**src/hw/rtl/two_fragment_reassembly_checker_core_macros.svh**
```systemverilog
// Assertion helpers shared by the checker RTL.
// Each macro expects clk and rst_n to be visible where it is used.
`ifndef TWO_FRAGMENT_REASSEMBLY_CHECKER_CORE_MACROS_SVH
`define TWO_FRAGMENT_REASSEMBLY_CHECKER_CORE_MACROS_SVH

// The consequent must hold in the same cycle as the antecedent.
`define TFRC_ASSERT_SAME(label, ante, cons) \
    label: assert property (@(posedge clk) disable iff (!rst_n) (ante) |-> (cons)) \
        else $error("tfrc: same-cycle check failed");

// The consequent must hold in the cycle after the antecedent.
`define TFRC_ASSERT_NEXT(label, ante, cons) \
    label: assert property (@(posedge clk) disable iff (!rst_n) (ante) |=> (cons)) \
        else $error("tfrc: next-cycle check failed");

`endif

```
**src/hw/rtl/tfrc_pkg.sv**
```systemverilog
package tfrc_pkg;

    localparam int SLOT_COUNT_DEF    = 16;
    localparam int FRAME_MAX_DEF     = 1514;
    localparam int ENCRYPTED_MAX_DEF = 3072;
    localparam int DATA_MAX_DEF      = 1480;
    localparam int SHIM_SIZE_DEF     = 17;

    localparam logic [31:0] SHIM_MAGIC     = 32'h4A4D4202;
    localparam logic [15:0] MIN_FRAME_LEN  = 16'd60;
    localparam logic [15:0] MIN_PLAIN_LEN  = 16'd64;
    localparam logic [15:0] MIN_TOTAL_LEN  = 16'd29;
    localparam logic [15:0] TRAILER_LEN    = 16'd15;
    localparam logic [15:0] ETH_HDR_LEN    = 16'd14;
    localparam logic [7:0]  FRAG_COUNT_REQ = 8'd2;
    localparam logic [7:0]  FRAG_FIRST     = 8'd0;
    localparam logic [7:0]  FRAG_LAST      = 8'd1;

    localparam int CFG_IDX_W = 2;
    localparam logic [CFG_IDX_W-1:0] CFG_EXPECTED_TYPE = 2'd0;
    localparam logic [CFG_IDX_W-1:0] CFG_RX_CAPACITY   = 2'd1;
    localparam logic [CFG_IDX_W-1:0] CFG_WORKER_COUNT  = 2'd2;

    typedef enum logic [2:0] {
        ST_PLAIN_OK    = 3'd0,
        ST_STORED      = 3'd1,
        ST_REASSEMBLED = 3'd2,
        ST_INVALID     = 3'd3,
        ST_BAD_FRAG    = 3'd4,
        ST_SLOT_BUSY   = 3'd5
    } status_t;

    typedef enum logic [1:0] {
        FSM_CLEAR,
        FSM_IDLE,
        FSM_READ,
        FSM_DECIDE
    } fsm_t;

    typedef struct packed {
        logic [15:0] rx_len;
        logic [47:0] dst_mac;
        logic [47:0] src_mac;
        logic [15:0] ether_type;
        logic [7:0]  tail_byte;
        logic [31:0] magic;
        logic [31:0] frag_id;
        logic [15:0] total_len;
        logic [15:0] frag_offset;
        logic [15:0] frag_bytes;
        logic [7:0]  frag_index;
        logic [7:0]  frag_count;
    } frame_t;

    typedef struct packed {
        status_t     status;
        logic [6:0]  core_id;
        logic [15:0] prefix_len;
        logic [15:0] result_len;
    } verdict_t;

    // One slot table entry; the active bit lives in the same word.
    typedef struct packed {
        logic        active;
        logic [31:0] id;
        logic [6:0]  core;
        logic [15:0] total;
        logic [15:0] received;
        logic [47:0] dst;
        logic [47:0] src;
        logic [15:0] etype;
    } entry_t;

    function automatic int idx_width(input int n);
        return (n > 1) ? $clog2(n) : 1;
    endfunction

endpackage

```
**src/hw/rtl/two_fragment_reassembly_checker_core.sv**
```systemverilog
// Two-fragment reassembly checker.
// Inputs: one frame's parsed fields on frame, taken at a clock edge where start
// is high and busy is low. Outputs: one verdict per frame on verdict, valid for
// exactly one cycle while done is high; the receiver cannot stall it.
// Configuration: cfg_valid/cfg_ready write channel, cfg_index selects the
// expected ethertype (0), receive capacity (1) or worker count (2); cfg_ready
// is always high and an index of 3 is ignored. Write only while idle.
// Sequence: after the accepting edge the block reads the slot entry in the READ
// state, then decides and writes the entry back in the DECIDE state; done is a
// register set from DECIDE. busy stays high through READ and DECIDE, so a new
// frame is taken only after the last one has been decided. The steps are set
// by the registered reciprocal multiply that maps frag_id onto a slot, the
// registered read of the slot memory and the read-modify-write of that entry.
// Reset: registers return to their reset values and the slot memory is swept
// to inactive, one entry per cycle, so busy stays high until the sweep has
// written the last entry. Configuration writes are taken during the sweep.
`include "two_fragment_reassembly_checker_core_macros.svh"

module two_fragment_reassembly_checker_core #(
    parameter int SLOT_COUNT    = tfrc_pkg::SLOT_COUNT_DEF,
    parameter int FRAME_MAX     = tfrc_pkg::FRAME_MAX_DEF,
    parameter int ENCRYPTED_MAX = tfrc_pkg::ENCRYPTED_MAX_DEF,
    parameter int DATA_MAX      = tfrc_pkg::DATA_MAX_DEF,
    parameter int SHIM_SIZE     = tfrc_pkg::SHIM_SIZE_DEF
) (
    input  logic                              clk,
    input  logic                              rst_n,
    input  logic                              start,
    output logic                              busy,
    input  tfrc_pkg::frame_t                  frame,
    output logic                              done,
    output tfrc_pkg::verdict_t                verdict,
    input  logic                              cfg_valid,
    output logic                              cfg_ready,
    input  logic [tfrc_pkg::CFG_IDX_W-1:0]    cfg_index,
    input  logic [15:0]                       cfg_data
);
    import tfrc_pkg::*;

    localparam int ADDR_W = idx_width(SLOT_COUNT);
    localparam logic [ADDR_W-1:0] LAST_SLOT = ADDR_W'(SLOT_COUNT - 1);

    fsm_t state_reg;
    fsm_t state_next;

    logic [ADDR_W-1:0] clr_cnt_reg;
    logic [ADDR_W-1:0] addr_reg;
    logic [ADDR_W-1:0] slot;
    logic [ADDR_W-1:0] wr_addr;

    logic [15:0] exp_type_reg;
    logic [15:0] rx_cap_reg;
    logic [6:0]  workers_reg;

    frame_t   frame_reg;
    entry_t   rd_data_reg;
    entry_t   wr_data;
    verdict_t verdict_reg;
    verdict_t verdict_next;
    logic     done_reg;

    entry_t mem [SLOT_COUNT];

    logic accept;
    logic in_clear;
    logic in_read;
    logic in_decide;
    logic mem_we;
    logic lens_zero;

    // Decision terms.
    logic [6:0]  core;
    logic [16:0] tot15;
    logic [16:0] span;
    logic [17:0] expect_len;
    logic        invalid;
    logic        shape_bad;
    logic        busy_hit;
    logic        open_bad;
    logic        store_bad;
    logic        join_bad;
    logic        dec_we;
    logic        new_active;

    assign accept    = start && !busy;
    assign cfg_ready = 1'b1;
    assign done      = done_reg;
    assign verdict   = verdict_reg;
    assign lens_zero = (verdict.prefix_len == 16'd0) && (verdict.result_len == 16'd0);

    tfrc_slot_index #(
        .SLOT_COUNT(SLOT_COUNT)
    ) u_slot_index (
        .clk  (clk),
        .load (accept),
        .id   (frame.frag_id),
        .slot (slot)
    );

    // Next state.
    always_comb
    begin
        state_next = state_reg;
        unique case (state_reg)
            FSM_CLEAR:
            begin
                if (clr_cnt_reg == LAST_SLOT)
                begin
                    state_next = FSM_IDLE;
                end
            end
            FSM_IDLE:
            begin
                if (start)
                begin
                    state_next = FSM_READ;
                end
            end
            FSM_READ:   state_next = FSM_DECIDE;
            FSM_DECIDE: state_next = FSM_IDLE;
            default:    state_next = FSM_CLEAR;
        endcase
    end

    // State outputs.
    always_comb
    begin
        busy      = 1'b1;
        in_clear  = 1'b0;
        in_read   = 1'b0;
        in_decide = 1'b0;
        unique case (state_reg)
            FSM_CLEAR:  in_clear  = 1'b1;
            FSM_IDLE:   busy      = 1'b0;
            FSM_READ:   in_read   = 1'b1;
            FSM_DECIDE: in_decide = 1'b1;
            default:    in_clear  = 1'b1;
        endcase
    end

    always_ff @(posedge clk or negedge rst_n)
    begin
        if (!rst_n)
        begin
            state_reg   <= FSM_CLEAR;
            clr_cnt_reg <= '0;
            done_reg    <= 1'b0;
        end
        else
        begin
            state_reg <= state_next;
            done_reg  <= in_decide;
            if (in_clear)
            begin
                clr_cnt_reg <= clr_cnt_reg + 1'b1;
            end
        end
    end

    always_ff @(posedge clk or negedge rst_n)
    begin
        if (!rst_n)
        begin
            exp_type_reg <= 16'd0;
            rx_cap_reg   <= 16'hFFFF;
            workers_reg  <= 7'd4;
        end
        else if (cfg_valid)
        begin
            unique case (cfg_index)
                CFG_EXPECTED_TYPE: exp_type_reg <= cfg_data;
                CFG_RX_CAPACITY:   rx_cap_reg   <= cfg_data;
                CFG_WORKER_COUNT:  workers_reg  <= cfg_data[6:0];
                default:           ;
            endcase
        end
    end

    always_ff @(posedge clk)
    begin
        if (accept)
        begin
            frame_reg <= frame;
        end
        if (in_read)
        begin
            addr_reg <= slot;
        end
        if (in_decide)
        begin
            verdict_reg <= verdict_next;
        end
    end

    // Slot memory: one write port, one registered read port.
    always_ff @(posedge clk)
    begin
        if (mem_we)
        begin
            mem[wr_addr] <= wr_data;
        end
        if (in_read)
        begin
            rd_data_reg <= mem[slot];
        end
    end

    // Frame checks and slot decision for the frame held in frame_reg.
    always_comb
    begin
        core       = frame_reg.tail_byte[6:0];
        tot15      = {1'b0, frame_reg.total_len} + {1'b0, TRAILER_LEN};
        span       = {1'b0, frame_reg.frag_offset} + {1'b0, frame_reg.frag_bytes};
        expect_len = {2'b00, ETH_HDR_LEN} + {2'b00, frame_reg.frag_bytes}
                   + 18'(SHIM_SIZE);

        invalid = (frame_reg.rx_len < MIN_FRAME_LEN)
               || ({1'b0, frame_reg.rx_len} > 17'(FRAME_MAX))
               || (frame_reg.rx_len > rx_cap_reg)
               || (frame_reg.ether_type != exp_type_reg)
               || (core >= workers_reg);

        shape_bad = (frame_reg.frag_count != FRAG_COUNT_REQ)
                 || (frame_reg.frag_index > FRAG_LAST)
                 || (tot15 <= 17'(FRAME_MAX))
                 || (tot15 > 17'(ENCRYPTED_MAX))
                 || (tot15 > {1'b0, rx_cap_reg})
                 || (frame_reg.frag_bytes == 16'd0)
                 || ({1'b0, frame_reg.frag_bytes} > 17'(DATA_MAX))
                 || (span > {1'b0, frame_reg.total_len})
                 || (expect_len != {2'b00, frame_reg.rx_len});

        // An open slot held by another packet is left untouched.
        busy_hit = rd_data_reg.active
                && ((rd_data_reg.id != frame_reg.frag_id)
                 || (rd_data_reg.core != core)
                 || (rd_data_reg.dst != frame_reg.dst_mac)
                 || (rd_data_reg.src != frame_reg.src_mac)
                 || (rd_data_reg.etype != frame_reg.ether_type));

        open_bad  = (frame_reg.frag_index != FRAG_FIRST)
                 || (frame_reg.frag_offset != 16'd0);

        store_bad = (frame_reg.total_len < MIN_TOTAL_LEN)
                 || ({1'b0, frame_reg.frag_bytes}
                     > ({1'b0, frame_reg.total_len} - {1'b0, MIN_TOTAL_LEN}));

        join_bad  = (rd_data_reg.total != frame_reg.total_len)
                 || (frame_reg.frag_index != FRAG_LAST)
                 || (frame_reg.frag_offset != rd_data_reg.received)
                 || (span != {1'b0, frame_reg.total_len});

        dec_we                  = 1'b0;
        new_active              = 1'b0;
        verdict_next.status     = ST_INVALID;
        verdict_next.core_id    = core;
        verdict_next.prefix_len = 16'd0;
        verdict_next.result_len = 16'd0;

        if (invalid)
        begin
            verdict_next.status = ST_INVALID;
        end
        else if (!frame_reg.tail_byte[7])
        begin
            verdict_next.status = (frame_reg.rx_len >= MIN_PLAIN_LEN)
                                ? ST_PLAIN_OK : ST_BAD_FRAG;
        end
        else if ((frame_reg.magic != SHIM_MAGIC) || shape_bad)
        begin
            verdict_next.status = ST_BAD_FRAG;
        end
        else if (busy_hit)
        begin
            verdict_next.status = ST_SLOT_BUSY;
        end
        else if (!rd_data_reg.active)
        begin
            if (open_bad || store_bad)
            begin
                verdict_next.status = ST_BAD_FRAG;
            end
            else
            begin
                verdict_next.status = ST_STORED;
                dec_we              = 1'b1;
                new_active          = 1'b1;
            end
        end
        else
        begin
            // Either outcome closes the slot.
            dec_we = 1'b1;
            if (join_bad)
            begin
                verdict_next.status = ST_BAD_FRAG;
            end
            else
            begin
                verdict_next.status     = ST_REASSEMBLED;
                verdict_next.prefix_len = frame_reg.frag_offset;
                verdict_next.result_len = tot15[15:0];
            end
        end
    end

    always_comb
    begin
        wr_data.active   = new_active && !in_clear;
        wr_data.id       = frame_reg.frag_id;
        wr_data.core     = core;
        wr_data.total    = frame_reg.total_len;
        wr_data.received = frame_reg.frag_bytes;
        wr_data.dst      = frame_reg.dst_mac;
        wr_data.src      = frame_reg.src_mac;
        wr_data.etype    = frame_reg.ether_type;
        wr_addr          = in_clear ? clr_cnt_reg : addr_reg;
        mem_we           = in_clear || (in_decide && dec_we);
    end

    `TFRC_ASSERT_NEXT(a_decide_gives_beat, state_reg == FSM_DECIDE, done)
    `TFRC_ASSERT_SAME(a_beat_leaves_idle, done, state_reg == FSM_IDLE)
    `TFRC_ASSERT_SAME(a_lengths_only_on_join, done && (verdict.status != ST_REASSEMBLED), lens_zero)
    `TFRC_ASSERT_SAME(a_no_accept_in_sweep, state_reg == FSM_CLEAR, busy && !done)

endmodule

```
**src/hw/rtl/tfrc_slot_index.sv**
```systemverilog
module tfrc_slot_index #(
    parameter int SLOT_COUNT = tfrc_pkg::SLOT_COUNT_DEF
) (
    input  logic                                         clk,
    input  logic                                         load,
    input  logic [31:0]                                  id,
    output logic [tfrc_pkg::idx_width(SLOT_COUNT)-1:0]   slot
);
    import tfrc_pkg::*;

    localparam int ADDR_W = idx_width(SLOT_COUNT);
    // Reciprocal with 32 + ceil(log2 N) fraction bits gives an exact quotient
    // for every 32-bit identifier, so no correction step is needed.
    localparam int SHIFT = 32 + $clog2(SLOT_COUNT);
    localparam logic [63:0] RECIP_WIDE =
        ((64'd1 << SHIFT) + 64'(SLOT_COUNT) - 64'd1) / 64'(SLOT_COUNT);
    localparam logic [32:0] RECIP = RECIP_WIDE[32:0];
    localparam logic [31:0] NDIV  = 32'(SLOT_COUNT);

    logic [31:0] id_reg;
    logic [64:0] prod_reg;
    logic [64:0] quot_wide;
    logic [31:0] quot;
    logic [31:0] quot_n;
    logic [31:0] rem;

    always_ff @(posedge clk)
    begin
        if (load)
        begin
            id_reg   <= id;
            prod_reg <= {33'd0, id} * {32'd0, RECIP};
        end
    end

    always_comb
    begin
        quot_wide = prod_reg >> SHIFT;
        quot      = quot_wide[31:0];
        quot_n    = quot * NDIV;
        rem       = id_reg - quot_n;
        slot      = rem[ADDR_W-1:0];
    end

endmodule

```
**config.mk**
```make
export PLATFORM = sky130hd
export DESIGN_NAME = two_fragment_reassembly_checker_core
export DESIGN_NICKNAME = d
export VERILOG_FILES = /design/src/hw/rtl/tfrc_pkg.sv /design/src/hw/rtl/two_fragment_reassembly_checker_core.sv /design/src/hw/rtl/tfrc_slot_index.sv
export VERILOG_INCLUDE_DIRS = /design/src /design/src/hw/rtl
export SDC_FILE = /design/constraint.sdc
export NUM_CORES = 2
export LEC_CHECK = 0
export BUFFER_PORTS_ARGS = -buffer_cell sky130_fd_sc_hd__buf_2
export CAP_MARGIN = 10
export CELL_PAD_IN_SITES_DETAIL_PLACEMENT = 1
export CELL_PAD_IN_SITES_GLOBAL_PLACEMENT = 1
export CORE_UTILIZATION = 45
export DETAILED_ROUTE_END_ITERATION = 7
export GPL_TIMING_DRIVEN = 0
export PLACE_DENSITY_LB_ADDON = 0.1
export SYNTH_ARGS = -nofsm -noshare
export SYNTH_HDL_FRONTEND = slang
export SYNTH_HIERARCHICAL = 1
export SYNTH_SLANG_ARGS = --single-unit
```
**constraint.sdc**
```tcl
create_clock -name clk -period 17.81 [get_ports clk]
set_clock_uncertainty 0.15 [all_clocks]
set_input_delay 5.343 -clock clk [delete_from_list [all_inputs] [get_ports clk]]
set_output_delay 5.343 -clock clk [all_outputs]
set_load 0.02 [all_outputs]
```
# --- Word level (Yosys, flattened, before mapping) ---
# Memory sizes are Yosys's and may differ from the RTL's. A register that Yosys moved wholly into a read port is not among the register bits.
# Cells that the tools add are included.
classes:
  n_addsub: 7
  multipliers: 0
  n_div: 0
  n_lt_le_gt_ge: 13
  eq_ne: 21
  n_shift: 0
  muxes: 28
  bitwise_logic: 2
  n_reduce_logical: 39
ops:
  columns: ["cell", "count"]
  rows:
  - ["48-bit != test", 2]
  - ["16-bit != test", 4]
  - ["17-bit by 16-bit > comparator with 1-bit output", 2]
  - ["16-bit by 11-bit > comparator with 1-bit output (second input constant)", 2]
  - ["32-bit by 31-bit != test with 1-bit output (second input constant)", 1]
  - ["32-bit != test", 1]
  - ["1-bit logical OR", 24]
  - ["3-bit two-way mux", 7]
  - ["17-bit by 5-bit adder with 18-bit output (second input constant)", 1]
  - ["18-bit by 16-bit != test with 1-bit output", 1]
  - ["16-bit by 16-bit adder with 17-bit output", 1]
  - ["16-bit by 4-bit adder with 17-bit output (second input constant)", 1]
  - ["4-bit by 16-bit adder with 17-bit output (first input constant)", 1]
  - ["16-bit by 17-bit > comparator with 1-bit output", 1]
  - ["17-bit by 12-bit > comparator with 1-bit output (second input constant)", 1]
  - ["17-bit by 11-bit less-or-equal comparator with 1-bit output (second input constant)", 1]
  - ["1-bit two-way mux", 17]
  - ["17-bit by 16-bit != test with 1-bit output", 1]
  - ["16-bit by 5-bit subtractor with 17-bit output (second input constant)", 1]
  - ["16-bit by 7-bit greater-or-equal comparator with 1-bit output (second input constant)", 1]
  - ["16-bit > comparator", 1]
  - ["16-bit zero test", 1]
  - ["16-bit by 5-bit less-than comparator with 1-bit output (second input constant)", 1]
  - ["16-bit by 6-bit less-than comparator with 1-bit output (second input constant)", 1]
  - ["22 further kinds", 35]
word_totals:
  register_bits: 356
  latch_bits: 0
  ram_bits: 2944
  mem_bits_ro: 0
  in_bits: 286
  out_inout_bits: 45
  elab_cells: 134
  mem_count: 1
memory_table:
  columns: ["memory", "words", "word_bits", "rd", "rd_ports_with_merged_regs", "write_ports", "line_no", "text"]
  rows:
  - ["mem", 16, 184, 1, 1, 1, "two_fragment_reassembly_checker_core.sv:62", "entry_t mem [SLOT_COUNT];"]

# --- Logic depth before layout (Yosys ltp) ---
logic_depth:
  word_depth: 17
  mapped_depth: 23
  depth_no_buf: 21

# --- Modules after synthesis ---
# The synthesis kept the hierarchy.
modules_own_cells:
  columns: ["module", "instances", "cells_per_inst", "area_per_inst_um2", "seq_area_each_um2"]
  rows:
  - ["two_fragment_reassembly_checker_core", 1, 5854, 134203.7, 104411.4]
  - ["tfrc_slot_index", 1, 4, 120.1, 120.1]

# --- Worst setup path before layout ---
# Ideal clock, no wire load.
synth_path:
  path_type: "input port to flip-flop"
  startpoint: "input start"
  endpoint: "register frame_reg (netlist bit core[0]) (enable)"
  t_arrival_ns: 16.599
  t_required_ns: 16.752
  setup_slack_ns: 0.153
  stages: 2
  path_buffers: 0
  cell_sequence: "inv_1 > nor2_1"
synth_between:
  elab_chain_cells: 1
synth_rtl:
  columns: ["item", "line_no", "text"]
  rows:
  - ["from (decl)", "two_fragment_reassembly_checker_core.sv:28", "input logic start,"]
  - ["1-bit logical AND", "two_fragment_reassembly_checker_core.sv:85", "assign accept = start && !busy;"]
  - ["via accept", "two_fragment_reassembly_checker_core.sv:64", "logic accept;"]
  - ["to (signal assigned)", "two_fragment_reassembly_checker_core.sv:183", "frame_reg <= frame;"]
  - ["to (decl)", "two_fragment_reassembly_checker_core.sv:55", "frame_t frame_reg;"]
# The timed path passes the listed nets, and every way through them passes these cells.
# A chain may end at the register's enable or synchronous reset.

# --- Worst setup path in the final report ---
layout_path:
  startpoint: "register frame_reg[23] (netlist bit)"
  endpoint: "memory mem[3][45] (netlist bit) (enable)"
layout_between:
  elab_chain_cells: 13
  elab_cells_between_ends: 25
layout_rtl:
  columns: ["item", "line_no", "text"]
  rows:
  - ["branches (longest 6 deep; another with 17-bit by 5-bit adder with 18-bit output)", null, null]
  - ["1-bit two-way mux (*)", "two_fragment_reassembly_checker_core.sv:269", "else if ((frame_reg.magic != SHIM_MAGIC) || shape_bad)"]
  - ["1-bit two-way mux (*)", "two_fragment_reassembly_checker_core.sv:264", "else if (!frame_reg.tail_byte[7])"]
  - ["1-bit two-way mux (*)", "two_fragment_reassembly_checker_core.sv:260", "if (invalid)"]
  - ["1-bit logical AND (*)", "two_fragment_reassembly_checker_core.sv:318", "mem_we = in_clear || (in_decide && dec_we);"]
  - ["1-bit logical OR (*)", "two_fragment_reassembly_checker_core.sv:318", null]
  - ["1-bit two-way mux (*)", "two_fragment_reassembly_checker_core.sv:198", "if (mem_we)"]
  - ["1-bit two-way mux (not written as such) (*)", "two_fragment_reassembly_checker_core.sv:200", "mem[wr_addr] <= wr_data;"]
  - ["to (decl)", "two_fragment_reassembly_checker_core.sv:62", null]
# Mark *: on every way between the ends.

==> flow_summary.ini <==
[outcome]
run_status = completed

[setup_path]
rr_worst_depth = 26
worstReg2RegStart = frame_reg[23]
reg2reg_to = mem[3][45]
cp_max_fo = 25
critPathRequiredTime_ns = 18.28
end_kind = register
arrival_ns = 9.76
crit_top_cell = buf_12
slowest_delay_ns = 1.08
crit_path_start_kind = register
r2r_setup_slack_ns = 8.51
cp_slowest_cell = edfxtp_1
crit_type = reg -> reg

[clocking]
insertion_delay_ns = 0.96
cts_tree = built
post_cts_buffers = 0
cts_made_buffers = 367
cts_hold_buf = 0
h-tree-depth = 5
path_clk_slew_ns = 0.06
root_buffer = clkbuf_16
post_cts_resized = 0
clockBufferDepth = 4
numClockSinks = 3488

[grt]
antenna_found_initial = 24
grt_max_degree = 47
globalRouteOverflowTotal = 0
grt_pass1_vias = 69650
grt_pass1_wl_um = 565400
grt_usage_pct = 27.30

[sta]
rsz0062_at_grt = false
tightestPinTransition_ns = 1.391
finalSetupViolCount = 0
holdWs_ns = 0.3312
drv_slew = 0
maxSlewHeadroom_pct = 7.236
fin_crit_sh_pct = 52.20
hold_viol = 0
fmax_mhz = 107.6
period_minus_slack_ns = 9.297
fin_tns_setup_ns = 0

[logic_synthesis]
yosys.area.top_type = edfxtp_1
synth.yosys.seq_area_share_pct = 77.82
syn_area_um2 = 134300
async_flop_share_pct = 1.319
ys_seq_elements = 3488
synth_cells = 5858
synth_edf_count = 3442
yosys.area.top_type_share_pct = 76.95
synth.avg_cell_area_um2 = 22.93
synth_area_leaders = edfxtp_1, mux4_2, ha_1
synth_ff_type = edfxtp_1
ys_warn_count = 6
synthDistinctLibCells = 77

[routing]
wl_um = 410300
wl_per_cell_um = 37.00
routed_via_density = 6.089
via_count = 67510
route.detailed.drc = 0
dr.first_iter.drc_count = 7437
drt_pass1_iterations = 5
ant_nets = 0

[place]
io_buffers = 329
gp_congestion = 0.8727
post-dp-hpwl_um = 281600
dp.cells = 10390

[power_and_ir_drop]
finalPower_w = 0.02177
vdd_ir_drop_max_uv = 93.54
power_density_nw_per_um2 = 136.7
p_leak_nw = 51.01

[floorplan]
io_pins = 331
die_y_um = 548.4
die_w_um = 548.4
std_cell_rows = 200
initial_core_util_pct = 45.26
coreArea_um2 = 296800
dieArea_um2 = 300700

[layout]
layout-drive-gt1-share_pct = 30.05
final_common_cell = edfxtp_1
nNetsFinal = 7223
largest_register_ffs = 2944
fillerInstances = 25440
final_cell_mix = edfxtp_1, mux4_2, clkbuf_16
syn2layout_area_growth_pct = 18.59
instances_no_fill = 11090

[worst_hold_path]
worstHoldStart = u_slot_index/id_reg[2]
hold_path_depth = 0
hp-class = reg -> reg
whs_endpoint = addr_reg[2]

[run]
cap_violations = 0
==> where the power goes <==
group	switching, W	leakage, nW	internal [W]	total, W
Sequential	0.000635	31.7	0.0100	0.0106
Clock	0.00326	5.75	0.00435	0.00761
Combinational	0.00212	13.6	0.00140	0.00352
==> metal layers <==
metal	vias up	GRT usage, %	part of all wire (%)
met5	-	0	0.019
met4	14	8.290	3.2
met3	581	4.508	7.2
met2	2804	44.41	48
met1	37230	38.09	41
li1	26880	-	-
==> per-stage QoR <==
| step | utilization, % | worst slack [ns] | cell area (um2) |
|---|---|---|---|
| 2_1_floorplan | - | 0.1526 | 134300 |
| 3_3_place_gp | 47.48 | -13.04 | 140900 |
| 3_5_place_dp | 49.54 | 8.601 | 147000 |
| 4_1_cts | 53.52 | 8.493 | 158800 |
| 5_1_grt | 53.67 | 8.073 | 159300 |
| 6_report | 53.68 | 8.513 | 159300 |
==> critical path, delay by kind of cell, from the launching register on <==
family	cells	cell delay (ns)
compound gates	10	3.32
buf+inv	9	2.18
simple gates	4	1.30
flops	1	1.08
fa+ha+maj	2	0.71
xor+xnor	1	0.15
==> worst max path at each step <==
stage / end / from / depth (start not counted) / slack [ns]
after floorplan: core[0] / start / 2 / 0.15
after global placement: mem[8][46] / frame_reg[202] / 9 / -13.04
after detailed placement: mem[3][45] / frame_reg[23] / 26 / 8.60
after CTS: mem[3][45] / frame_reg[23] / 26 / 8.49
after global routing: mem[3][45] / frame_reg[23] / 26 / 8.07
final: mem[3][45] / frame_reg[23] / 26 / 8.51
==> synth_stat cells (all sizes together), types with 9 or more instances <==
cell and number:
nand2b 20, o21a 10, dfrtp 29, nor2b 40, a2111oi 10, mux4 901
or4 14, edfxtp 3442, buf 105, nor4b 14, o22ai 39, inv 140
nor2 80, a211oi 26, nand4 66, nor3 30, a21o 15, mux2 41
xor2 105, o21ai 44, nand2 54, xnor2 91, clkbuf 134, nand3 47
a21oi 48, nor4 56, mux2i 21, a221oi 13, a31oi 9, dfstp 17
ha 93
==> layout make-up <==
cell class | count | area [um2] | share of cell area, %
Clock inverter | 218 | 2272 | 1.426
Buffer | 239 | 955.9 | 0.6001
Sequential cell | 3488 | 104500 | 65.62
Multi-Input combinational cell | 1994 | 28630 | 17.97
Clock buffer | 447 | 9548 | 5.994
Timing Repair Buffer | 613 | 7890 | 4.953
Antenna cell | 9 | 22.52 | 0.01414
Tap cell | 3939 | 4928 | 3.094
Inverter | 140 | 525.5 | 0.3299
==> kinds of logic after synthesis <==
| family | Yosys count | synth area share [%] |
|---|---|---|
| flops | 3488 | 77.82 |
| compound gates | 264 | 1.324 |
| buf+inv | 379 | 1.086 |
| other cells | 2 | 0.005591 |
| simple gates | 472 | 1.998 |
| mux | 963 | 15.61 |
| fa+ha+maj | 94 | 0.8812 |
| xor+xnor | 196 | 1.278 |
Power figures use the tool's default switching activity.
